--- src/rtl/blr_pkg.sv ---
// ----------------------------------------------------------------------------
// blr_pkg
// Shared constants for the line rasterizer: default coordinate width,
// item kind codes and the depth of the command queue.
// ----------------------------------------------------------------------------
package blr_pkg;

	// default width of one coordinate
	localparam int COORD_BITS_DEF = 16;

	// depth of the queue between decode and stepping
	localparam int QUEUE_DEPTH = 2;

	// item kind codes
	localparam logic KIND_START = 1'b0;
	localparam logic KIND_STEP  = 1'b1;

endpackage

--- src/rtl/blr_if.sv ---
// ----------------------------------------------------------------------------
// blr_if
// Valid/ready channels of the line rasterizer: the item channel that
// carries start and step items, and the pixel channel.
// ----------------------------------------------------------------------------
interface blr_in_if #(
	parameter int COORD_BITS = blr_pkg::COORD_BITS_DEF
);
	logic                         valid;
	logic                         ready;
	logic                         kind;
	logic signed [COORD_BITS-1:0] start_x;
	logic signed [COORD_BITS-1:0] start_y;
	logic signed [COORD_BITS-1:0] end_x;
	logic signed [COORD_BITS-1:0] end_y;

	modport source (output valid, kind, start_x, start_y, end_x, end_y, input ready);
	modport sink   (input valid, kind, start_x, start_y, end_x, end_y, output ready);
endinterface

interface blr_out_if #(
	parameter int COORD_BITS = blr_pkg::COORD_BITS_DEF
);
	logic                         valid;
	logic                         ready;
	logic signed [COORD_BITS-1:0] pixel_x;
	logic signed [COORD_BITS-1:0] pixel_y;
	logic                         last_pixel;

	modport source (output valid, pixel_x, pixel_y, last_pixel, input ready);
	modport sink   (input valid, pixel_x, pixel_y, last_pixel, output ready);
endinterface

--- src/rtl/blr_front.sv ---
// ----------------------------------------------------------------------------
// blr_front
// Decode stage: accepts items, and for a start item orders the endpoints,
// picks the major axis and computes both deltas. Emits one command per item.
// ----------------------------------------------------------------------------
module blr_front #(
	parameter int COORD_BITS = blr_pkg::COORD_BITS_DEF,
	localparam int CMD_W = 6 * COORD_BITS + 2
) (
	input  logic             clk,
	input  logic             arst_n,
	blr_in_if.sink           in_ch,
	output logic             cmd_valid,
	input  logic             cmd_ready,
	output logic [CMD_W-1:0] cmd_data
);
	import blr_pkg::*;

	localparam int C = COORD_BITS;

	typedef struct packed {
		logic                kind;
		logic                steep;
		logic signed [C-1:0] cur_x;
		logic signed [C-1:0] cur_y;
		logic signed [C-1:0] fin_x;
		logic signed [C-1:0] fin_y;
		logic [C-1:0]        dmaj;
		logic [C-1:0]        dmin;
	} cmd_t;

	logic signed [C:0] diff_x;
	logic signed [C:0] diff_y;
	logic [C:0]        abs_x;
	logic [C:0]        abs_y;
	logic [C-1:0]      dx;
	logic [C-1:0]      dy;
	logic              steep;
	logic              swap;
	cmd_t              cmd_d;
	cmd_t              cmd_s1;
	logic              valid_s1;

	// endpoint differences, one bit wider than a coordinate
	assign diff_x = $signed({in_ch.end_x[C-1], in_ch.end_x})
		- $signed({in_ch.start_x[C-1], in_ch.start_x});
	assign diff_y = $signed({in_ch.end_y[C-1], in_ch.end_y})
		- $signed({in_ch.start_y[C-1], in_ch.start_y});
	assign abs_x  = diff_x[C] ? $unsigned(-diff_x) : $unsigned(diff_x);
	assign abs_y  = diff_y[C] ? $unsigned(-diff_y) : $unsigned(diff_y);
	assign dx     = abs_x[C-1:0];
	assign dy     = abs_y[C-1:0];

	// steep lines run along y; order the endpoints so the major axis rises
	assign steep = dy > dx;
	assign swap  = steep ? (in_ch.end_y < in_ch.start_y) : (in_ch.end_x < in_ch.start_x);

	// build the command
	always_comb begin
		cmd_d.kind  = in_ch.kind;
		cmd_d.steep = steep;
		cmd_d.cur_x = swap ? in_ch.end_x   : in_ch.start_x;
		cmd_d.cur_y = swap ? in_ch.end_y   : in_ch.start_y;
		cmd_d.fin_x = swap ? in_ch.start_x : in_ch.end_x;
		cmd_d.fin_y = swap ? in_ch.start_y : in_ch.end_y;
		cmd_d.dmaj  = steep ? dy : dx;
		cmd_d.dmin  = steep ? dx : dy;
	end

	// take a new item whenever the stage is empty or drains this cycle
	assign in_ch.ready = !valid_s1 || cmd_ready;

	always_ff @(posedge clk or negedge arst_n) begin
		if (!arst_n) begin
			valid_s1 <= 1'b0;
		end else if (in_ch.ready) begin
			valid_s1 <= in_ch.valid;
		end
	end

	// hold the command payload
	always_ff @(posedge clk) begin
		if (in_ch.valid && in_ch.ready) begin
			cmd_s1 <= cmd_d;
		end
	end

	assign cmd_valid = valid_s1;
	assign cmd_data  = cmd_s1;

endmodule

--- src/rtl/blr_queue.sv ---
// ----------------------------------------------------------------------------
// blr_queue
// Short command queue between decode and stepping, so that each side can
// stall on its own.
// ----------------------------------------------------------------------------
module blr_queue #(
	parameter int DATA_W = 6 * blr_pkg::COORD_BITS_DEF + 2,
	parameter int DEPTH  = blr_pkg::QUEUE_DEPTH
) (
	input  logic              clk,
	input  logic              arst_n,
	input  logic              wr_valid,
	output logic              wr_ready,
	input  logic [DATA_W-1:0] wr_data,
	output logic              rd_valid,
	input  logic              rd_ready,
	output logic [DATA_W-1:0] rd_data
);
	import blr_pkg::*;

	localparam int PTR_W = (DEPTH > 1) ? $clog2(DEPTH) : 1;
	localparam int CNT_W = $clog2(DEPTH + 1);
	localparam logic [PTR_W-1:0] PTR_LAST = PTR_W'(DEPTH - 1);
	localparam logic [PTR_W-1:0] PTR_ONE  = PTR_W'(1);
	localparam logic [CNT_W-1:0] CNT_FULL = CNT_W'(DEPTH);
	localparam logic [CNT_W-1:0] CNT_ONE  = CNT_W'(1);

	logic [DATA_W-1:0] mem_q [DEPTH];
	logic [PTR_W-1:0]  wr_ptr_q;
	logic [PTR_W-1:0]  rd_ptr_q;
	logic [CNT_W-1:0]  count_q;
	logic              push;
	logic              pop;

	assign wr_ready = count_q != CNT_FULL;
	assign rd_valid = count_q != '0;
	assign push     = wr_valid && wr_ready;
	assign pop      = rd_valid && rd_ready;
	assign rd_data  = mem_q[rd_ptr_q];

	// store an item at the write pointer
	always_ff @(posedge clk) begin
		if (push) begin
			mem_q[wr_ptr_q] <= wr_data;
		end
	end

	// advance pointers and fill count
	always_ff @(posedge clk or negedge arst_n) begin
		if (!arst_n) begin
			wr_ptr_q <= '0;
			rd_ptr_q <= '0;
			count_q  <= '0;
		end else begin
			if (push) begin
				wr_ptr_q <= (wr_ptr_q == PTR_LAST) ? '0 : wr_ptr_q + PTR_ONE;
			end
			if (pop) begin
				rd_ptr_q <= (rd_ptr_q == PTR_LAST) ? '0 : rd_ptr_q + PTR_ONE;
			end
			if (push && !pop) begin
				count_q <= count_q + CNT_ONE;
			end else if (pop && !push) begin
				count_q <= count_q - CNT_ONE;
			end
		end
	end

`ifndef NO_ASSERTIONS
	a_count_bound: assert property (@(posedge clk) disable iff (!arst_n)
		count_q <= CNT_FULL)
		else $error("queue count exceeds depth");

	a_push_grows: assert property (@(posedge clk) disable iff (!arst_n)
		push && !pop |=> count_q == $past(count_q) + CNT_ONE)
		else $error("push without pop did not grow the queue");

	a_last_pop_empties: assert property (@(posedge clk) disable iff (!arst_n)
		pop && !push && count_q == CNT_ONE |=> !rd_valid)
		else $error("queue not empty after popping its only item");
`endif

endmodule

--- src/rtl/blr_back.sv ---
// ----------------------------------------------------------------------------
// blr_back
// Stepping engine: loads a line on a start command and, on each step
// command, emits the current pixel and advances the Bresenham state.
// ----------------------------------------------------------------------------
module blr_back #(
	parameter int COORD_BITS = blr_pkg::COORD_BITS_DEF,
	localparam int CMD_W = 6 * COORD_BITS + 2
) (
	input  logic             clk,
	input  logic             arst_n,
	input  logic             cmd_valid,
	output logic             cmd_ready,
	input  logic [CMD_W-1:0] cmd_data,
	blr_out_if.source        out_ch
);
	import blr_pkg::*;

	localparam int C     = COORD_BITS;
	localparam int DEC_W = COORD_BITS + 3;
	localparam logic [C-1:0] ONE = C'(1);

	typedef struct packed {
		logic                kind;
		logic                steep;
		logic signed [C-1:0] cur_x;
		logic signed [C-1:0] cur_y;
		logic signed [C-1:0] fin_x;
		logic signed [C-1:0] fin_y;
		logic [C-1:0]        dmaj;
		logic [C-1:0]        dmin;
	} cmd_t;

	cmd_t                    cmd;
	logic                    active_q;
	logic                    steep_q;
	logic signed [C-1:0]     cur_x_q;
	logic signed [C-1:0]     cur_y_q;
	logic signed [C-1:0]     fin_x_q;
	logic signed [C-1:0]     fin_y_q;
	logic [C-1:0]            dmaj_q;
	logic [C-1:0]            dmin_q;
	logic signed [DEC_W-1:0] decision_q;
	logic                    out_valid_q;
	logic signed [C-1:0]     pixel_x_q;
	logic signed [C-1:0]     pixel_y_q;
	logic                    last_q;

	logic                    out_free;
	logic                    pop;
	logic                    do_start;
	logic                    do_emit;
	logic signed [C-1:0]     maj;
	logic signed [C-1:0]     mnr;
	logic signed [C-1:0]     maj_end;
	logic signed [C-1:0]     mnr_end;
	logic signed [C-1:0]     maj_next;
	logic signed [C-1:0]     mnr_next;
	logic                    is_last;
	logic                    dec_pos;
	logic signed [DEC_W-1:0] twice_min;
	logic signed [DEC_W-1:0] twice_maj;
	logic signed [DEC_W-1:0] dec_next;
	logic signed [DEC_W-1:0] dec_init;

	assign cmd = cmd_t'(cmd_data);

	// start commands and idle steps never need the output register
	assign out_free  = !out_valid_q || out_ch.ready;
	assign cmd_ready = (cmd.kind == KIND_START) || !active_q || out_free;
	assign pop       = cmd_valid && cmd_ready;
	assign do_start  = pop && (cmd.kind == KIND_START);
	assign do_emit   = pop && (cmd.kind == KIND_STEP) && active_q;

	// pick major and minor axes
	assign maj     = steep_q ? cur_y_q : cur_x_q;
	assign mnr     = steep_q ? cur_x_q : cur_y_q;
	assign maj_end = steep_q ? fin_y_q : fin_x_q;
	assign mnr_end = steep_q ? fin_x_q : fin_y_q;
	assign is_last = maj >= maj_end;

	// next position and decision term
	assign dec_pos   = !decision_q[DEC_W-1];
	assign twice_min = $signed({2'b00, dmin_q, 1'b0});
	assign twice_maj = $signed({2'b00, dmaj_q, 1'b0});
	assign dec_next  = dec_pos ? decision_q + (twice_min - twice_maj)
		: decision_q + twice_min;
	assign maj_next  = maj + ONE;

	always_comb begin
		mnr_next = mnr;
		if (dec_pos) begin
			if (mnr < mnr_end) begin
				mnr_next = mnr + ONE;
			end else if (mnr > mnr_end) begin
				mnr_next = mnr - ONE;
			end
		end
	end

	assign dec_init = $signed({2'b00, cmd.dmin, 1'b0}) - $signed({3'b000, cmd.dmaj});

	// line state: load on start, advance on each emitted pixel
	always_ff @(posedge clk or negedge arst_n) begin
		if (!arst_n) begin
			active_q <= 1'b0;
		end else if (do_start) begin
			active_q <= 1'b1;
		end else if (do_emit && is_last) begin
			active_q <= 1'b0;
		end
	end

	always_ff @(posedge clk) begin
		if (do_start) begin
			steep_q    <= cmd.steep;
			cur_x_q    <= cmd.cur_x;
			cur_y_q    <= cmd.cur_y;
			fin_x_q    <= cmd.fin_x;
			fin_y_q    <= cmd.fin_y;
			dmaj_q     <= cmd.dmaj;
			dmin_q     <= cmd.dmin;
			decision_q <= dec_init;
		end else if (do_emit && !is_last) begin
			cur_x_q    <= steep_q ? mnr_next : maj_next;
			cur_y_q    <= steep_q ? maj_next : mnr_next;
			decision_q <= dec_next;
		end
	end

	// output register: hold until taken
	always_ff @(posedge clk or negedge arst_n) begin
		if (!arst_n) begin
			out_valid_q <= 1'b0;
		end else if (do_emit) begin
			out_valid_q <= 1'b1;
		end else if (out_ch.ready) begin
			out_valid_q <= 1'b0;
		end
	end

	always_ff @(posedge clk) begin
		if (do_emit) begin
			pixel_x_q <= cur_x_q;
			pixel_y_q <= cur_y_q;
			last_q    <= is_last;
		end
	end

	assign out_ch.valid      = out_valid_q;
	assign out_ch.pixel_x    = pixel_x_q;
	assign out_ch.pixel_y    = pixel_y_q;
	assign out_ch.last_pixel = last_q;

`ifndef NO_ASSERTIONS
	a_decision_range: assert property (@(posedge clk) disable iff (!arst_n)
		active_q |-> (decision_q >= -twice_maj) && (decision_q <= twice_min))
		else $error("decision term left its range");

	a_major_in_range: assert property (@(posedge clk) disable iff (!arst_n)
		active_q |-> maj <= maj_end)
		else $error("major coordinate passed the line end");

	a_last_ends_line: assert property (@(posedge clk) disable iff (!arst_n)
		do_emit && is_last |=> !active_q && out_valid_q && last_q)
		else $error("final pixel did not close the line");
`endif

endmodule

--- src/rtl/bresenham_line_rasterizer_top.sv ---
// ----------------------------------------------------------------------------
// bresenham_line_rasterizer_top
// Integer Bresenham line rasterizer for all octants.
// ----------------------------------------------------------------------------
// A start item (kind 0) loads a line; each step item (kind 1) returns one
// pixel, with last_pixel set on the end point, after which the line is idle
// and further steps return nothing. A start replaces any line in progress.
// The block takes one item per clock and returns one pixel per clock when
// the pixel channel is ready. An item passes a decode register, a two-entry
// command queue and the stepping engine, whose output register sets the
// rate: one add, compare and increment per pixel.
module bresenham_line_rasterizer_top #(
	parameter int COORD_BITS = blr_pkg::COORD_BITS_DEF
) (
	input logic        clk,
	input logic        arst_n,
	blr_in_if.sink     in_ch,
	blr_out_if.source  out_ch
);
	import blr_pkg::*;

	localparam int CMD_W = 6 * COORD_BITS + 2;

	logic             f_valid;
	logic             f_ready;
	logic [CMD_W-1:0] f_data;
	logic             b_valid;
	logic             b_ready;
	logic [CMD_W-1:0] b_data;

	// decode and endpoint setup
	blr_front #(
		.COORD_BITS(COORD_BITS)
	) u_front (
		.clk      (clk),
		.arst_n   (arst_n),
		.in_ch    (in_ch),
		.cmd_valid(f_valid),
		.cmd_ready(f_ready),
		.cmd_data (f_data)
	);

	// decouple decode from stepping
	blr_queue #(
		.DATA_W(CMD_W),
		.DEPTH (QUEUE_DEPTH)
	) u_queue (
		.clk     (clk),
		.arst_n  (arst_n),
		.wr_valid(f_valid),
		.wr_ready(f_ready),
		.wr_data (f_data),
		.rd_valid(b_valid),
		.rd_ready(b_ready),
		.rd_data (b_data)
	);

	// stepping engine and pixel output
	blr_back #(
		.COORD_BITS(COORD_BITS)
	) u_back (
		.clk      (clk),
		.arst_n   (arst_n),
		.cmd_valid(b_valid),
		.cmd_ready(b_ready),
		.cmd_data (b_data),
		.out_ch   (out_ch)
	);

endmodule

--- src/flat_wrapper.sv ---
// flat-port wrapper written by rule: the top's interface ports become plain ports
module bresenham_line_rasterizer_top_flat import blr_pkg::*;
#(
	parameter int COORD_BITS = blr_pkg::COORD_BITS_DEF
)
  (clk, arst_n, in_ch_valid, in_ch_kind, in_ch_start_x, in_ch_start_y, in_ch_end_x, in_ch_end_y, in_ch_ready, out_ch_valid, out_ch_pixel_x, out_ch_pixel_y, out_ch_last_pixel, out_ch_ready);
  blr_in_if #(.COORD_BITS(COORD_BITS)) in_ch_i ();
  blr_out_if #(.COORD_BITS(COORD_BITS)) out_ch_i ();
  input logic clk;
  input logic arst_n;
  input wire logic [$bits(in_ch_i.valid)-1:0] in_ch_valid;
  input wire logic [$bits(in_ch_i.kind)-1:0] in_ch_kind;
  input wire logic [$bits(in_ch_i.start_x)-1:0] in_ch_start_x;
  input wire logic [$bits(in_ch_i.start_y)-1:0] in_ch_start_y;
  input wire logic [$bits(in_ch_i.end_x)-1:0] in_ch_end_x;
  input wire logic [$bits(in_ch_i.end_y)-1:0] in_ch_end_y;
  output wire logic [$bits(in_ch_i.ready)-1:0] in_ch_ready;
  output wire logic [$bits(out_ch_i.valid)-1:0] out_ch_valid;
  output wire logic [$bits(out_ch_i.pixel_x)-1:0] out_ch_pixel_x;
  output wire logic [$bits(out_ch_i.pixel_y)-1:0] out_ch_pixel_y;
  output wire logic [$bits(out_ch_i.last_pixel)-1:0] out_ch_last_pixel;
  input wire logic [$bits(out_ch_i.ready)-1:0] out_ch_ready;
  assign in_ch_i.valid = in_ch_valid;
  assign in_ch_i.kind = in_ch_kind;
  assign in_ch_i.start_x = in_ch_start_x;
  assign in_ch_i.start_y = in_ch_start_y;
  assign in_ch_i.end_x = in_ch_end_x;
  assign in_ch_i.end_y = in_ch_end_y;
  assign in_ch_ready = in_ch_i.ready;
  assign out_ch_valid = out_ch_i.valid;
  assign out_ch_pixel_x = out_ch_i.pixel_x;
  assign out_ch_pixel_y = out_ch_i.pixel_y;
  assign out_ch_last_pixel = out_ch_i.last_pixel;
  assign out_ch_i.ready = out_ch_ready;
  bresenham_line_rasterizer_top #(.COORD_BITS(COORD_BITS)) u_core (.clk(clk), .arst_n(arst_n), .in_ch(in_ch_i), .out_ch(out_ch_i));
endmodule
--- config.mk ---
export PLATFORM = sky130hd
export DESIGN_NAME = bresenham_line_rasterizer_top_flat
export DESIGN_NICKNAME = d
export VERILOG_FILES = /design/src/rtl/blr_pkg.sv /design/src/rtl/blr_if.sv /design/src/rtl/blr_front.sv /design/src/rtl/blr_queue.sv /design/src/rtl/blr_back.sv /design/src/rtl/bresenham_line_rasterizer_top.sv /design/src/flat_wrapper.sv
export SDC_FILE = /design/constraint.sdc
export NUM_CORES = 1
export LEC_CHECK = 0
export BUFFER_PORTS_ARGS = -buffer_cell sky130_fd_sc_hd__buf_2
export CORE_MARGIN = 2
export CORE_UTILIZATION = 33
export DETAILED_ROUTE_END_ITERATION = 8
export PLACE_DENSITY = 0.44
export SLEW_MARGIN = 10
export SYNTH_ARGS = -nofsm -noshare
export SYNTH_HDL_FRONTEND = slang
export SYNTH_HIERARCHICAL = 1
export SYNTH_SLANG_ARGS = --single-unit
--- constraint.sdc ---
create_clock -name clk -period 10.95 [get_ports clk]
set_clock_uncertainty 0.1 [all_clocks]
set_input_delay 0.5475 -clock clk [delete_from_list [all_inputs] [get_ports clk]]
set_output_delay 0.5475 -clock clk [all_outputs]
set_load 0.005 [all_outputs]
==> results.yml <==
sta:
  timing.final.max_slew_violations: 0
  hold_violations: 0
  setup_viol: 0
  tightest_slew_ns: 0.9141
  fmax_mhz: 133.4
  rsz0062_at_grt: "no"
  max_slew_margin_pct: 37.76
  layout_worst_path_cycle_share_pct: 68.48
  period_needed_ns: 7.498
  setup_tns_ns: 0
setup_path:
  path_class: "in -> reg"
  required_ns: 11.19
  cp.arrival_ns: 7.74
  cp_cell_sequence: "buf_2 > inv_1 > ha_1 > inv_1 > fa_1 > a211oi_2 > o21bai_4 > a21oi_4 > nor4b_1 > a311o_1 > or4_4 > nor4_1 > o21ai_0 > and2_1 > ha_1 > nand4_1 > nor2_1 > a211oi_1 > a22o_1 > inv_2 > mux2i_4 > buf_4 > mux2_2"
  cp_max_fo: 44
  cpMaxStageDelayCell: "mux2i_4"
  cp_top_family: "compound AO/OA/AOI/OAI gates"
  worst_setup_path_start_kind: "primary input"
  cp.buffers_inverters: 5
  end_kind: "flop"
  cp_slowest_stage_delay_ns: 0.85
clock_network:
  path_clk_slew_ns: 0.06
  cts_setup_buffers: 0
  htreeDepth: 2
  cts_root_buf: "clkbuf_16"
  clockBufferDepth: 3
  numCtsBuffers: 49
  cts_tree: "done"
  clk_latency_ns: 0.61
  cts_sinks: 449
place:
  place_area_um2: 26170
  gp_congestion: 0.8879
  portBuffers: 103
  dp_hpwl_um: 47770
synth:
  ys_dominant_reg_cell: "edfxtp_1"
  postSynthCellCount: 1976
  seq_area_frac_synth_pct: 54.68
  synth_area_um2: 24590
  synth_nets: 2187
  yosysUniqueCellTypes: 89
  ys_ff_latch: 449
  synthArstFlopShare_pct: 1.559
  yosysWarnings: 6
  syn_avg_cell_area_um2: 12.45
  synth_edf_count: 442
global_routing:
  antenna_found_initial: 3
  grt-ovfl-total: 0
  first_global_vias: 15240
  grt_max_degree: 68
  grt_pass1_wl_um: 97330
  grt_usage_pct: 16.59
power_and_ir_drop:
  ir_drop_uv: 143.1
  p_sw_mw: 4.142
  finalPower_mw: 10.12
  powerDensity_nw_per_um2: 363.0
  switching_share_pct: 40.93
  clkPwrFrac_pct: 17.1
  p_seq_share_pct: 32.9
  share_comb_of_total_power_pct: 50.0
  intPower_mw: 5.977
  p_leak_nw: 10.47
floorplanning:
  design.core.area_um2: 74070
  io_pins: 104
  start_util_pct: 33.20
  fp-row-count: 100
  die_w_um: 277
  fp.dieArea_um2: 76730
  die_height_um: 277
route:
  wl_met3_um: 2601
  wire_per_inst_um: 20.75
  ant_nets: 0
  avgViaCountPerCell: 5.127
  maxUsedRoutingLayer: "met4"
  drcViolationCount: 0
  dr_wl_met2_um: 27480
  wl_met1_um: 33260
  num_vias: 15850
  drt_iter0_drc: 1160
  routed_wl_um: 64160
  dr.pass1.iters: 5
run_status:
  status: "finished clean"
job:
  cap_violations: 0
final_layout:
  antenna_cells: 0
  final_net_count: 2293
  stdcell_area_um2: 27870
  layout-drive-gt1-share_pct: 19.17
  syn2layout_area_growth_pct: 13.33
min_path:
  hold_class: "in -> reg"
==> cells in the mapped netlist, types with 10 or more instances <==
cell / instances / area (um^2)
buf_2: 21 / 105.1
clkbuf_1: 31 / 116.4
a31oi_1: 19 / 118.9
nand2b_1: 21 / 131.4
inv_1: 117 / 439.2
xor2_1: 53 / 464.2
nor2b_1: 16 / 100.1
and3_1: 17 / 106.4
xnor2_1: 59 / 516.8
mux2_2: 170 / 1914
edfxtp_1: 442 / 13270
nand4_1: 21 / 131.4
a21oi_1: 108 / 540.5
mux2i_1: 72 / 720.7
nor2_1: 117 / 439.2
o211ai_1: 16 / 120.1
nor4_1: 11 / 68.82
mux2_4: 10 / 150.1
a21o_1: 31 / 232.7
o21a_1: 19 / 142.6
o21ai_0: 83 / 415.4
nand2_1: 117 / 439.2
ha_1: 137 / 1714
nand3_1: 30 / 150.1
nor3_1: 28 / 140.1
a211oi_1: 16 / 120.1
==> per-layer routing <==
metal | up-vias | GRT usage, %
met1 | 7789 | 25.44
li1 | 7691 | -
met2 | 322 | 24.94
met3 | 50 | 2.278
met5 | - | 0
met4 | 0 | 3.122
==> layout by cell type (no fill, tap or decap), types with 71 or more instances in the layout <==
| cell | netlist | routed |
|---|---|---|
| inv_1 | 117 | 116 |
| edfxtp_1 | 442 | 442 |
| ha_1 | 137 | 137 |
| a21oi_1 | 108 | 108 |
| mux2i_1 | 72 | 71 |
| nor2_1 | 117 | 116 |
| nand2_1 | 117 | 117 |
| buf_2 | 21 | 103 |
| o21ai_0 | 83 | 82 |
| mux2_2 | 170 | 170 |
==> power by group through the flow <==
stage	logic, mW	clock network, mW	registers [mW]
after floorplan	3.72	0	3.28
after global placement	5.03	0	3.35
after detailed placement	5.07	0	3.38
after CTS	5.11	1.78	3.34
after global routing	5.66	1.85	3.42
final	5.06	1.73	3.33
==> final cells by class <==
class / count / area [um^2]
Clock inverter: 36 / 419.2
Inverter: 121 / 456.7
Multi-Input combinational cell: 1340 / 10420
Sequential cell: 449 / 13450
Clock buffer: 56 / 1262
Timing Repair Buffer: 121 / 655.6
Fill cell: 7214 / 46200
Tap cell: 969 / 1212
==> logic make-up (layout without fill, tap and decap cells) <==
logic type	Yosys count	after routing	synth area share (%)
compound gates	390	390	10.42
xor+xnor	113	113	4.055
fa+ha+maj	142	142	7.377
buf+inv	187	334	3.144
flops	449	449	54.68
mux	252	252	11.32
simple gates	443	443	9.004
==> per-stage QoR <==
stage | utilization (%) | instances | hold WS (ns) | setup slack [ns]
5_1_grt | 37.63 | 3092 | 0.04048 | 2.983
4_1_cts | 37.63 | 3092 | 0.01636 | 3.518
2_1_floorplan | - | 1976 | 0.1519 | 3.599
3_3_place_gp | 35.33 | 2998 | 0.2898 | 2.937
6_report | 37.63 | 3092 | 0.05086 | 3.452
3_5_place_dp | 35.33 | 2998 | 0.2931 | 2.847
==> final timing paths <==
path                                          endpoint                   startpoint  slack (ns)  cells past startpoint
setup / recovery           u_core/u_front/cmd_data[92]               in_ch_end_x[0]        3.45                     23
hold / removal                u_core/u_front/cmd_valid                  in_ch_valid        0.05                      2
setup reg to reg             u_core/u_back/cur_y_q[14]        u_core/u_back/steep_q        5.78                     13
hold reg to reg            u_core/u_queue/mem_q[0][60]  u_core/u_front/cmd_data[60]        0.34                      0
max in group asynchronous      u_core/u_queue/rd_ptr_q                       arst_n       10.37                      2
min in group asynchronous       u_core/u_back/active_q                       arst_n        0.20                      2
==> flip-flops by register name, indices dropped and copies added (netlist names), 2 cells and up <==
signal and cells:
u_core/u_back/fin_y_q 16, u_core/u_queue/count_q 2, u_core/u_back/dmin_q 16, u_core/u_back/cur_y_q 16, u_core/u_front/cmd_data 98, u_core/u_back/out_ch.pixel_y 16, u_core/u_back/out_ch.pixel_x 16, u_core/u_queue/mem_q 196
u_core/u_back/decision_q 18, u_core/u_back/dmaj_q 16, u_core/u_back/fin_x_q 16, u_core/u_back/cur_x_q 16
==> worst register-to-register path, cell delays in order, from the launching register on <==
cell	delay [ns]
edfxtp_1	0.32
buf_4	0.44
clkinv_1	0.91
nand2_1	0.30
nand2_1	0.09
ha_1	0.33
nand4_1	0.24
or3_1	0.43
a21o_1	0.21
a32oi_2	0.69
nor3_1	0.14
a21oi_1	0.30
xnor2_1	0.12
a221o_1	0.32
==> repair_timing <==
action / in CTS / in global routing
hold endpoints to repair: 8 / 0
gates resized for setup: 0 / 0
setup endpoints to repair: 0 / 0
hold buffers: 2 / 0
No activity file was read; power rests on OpenSTA's default activity.
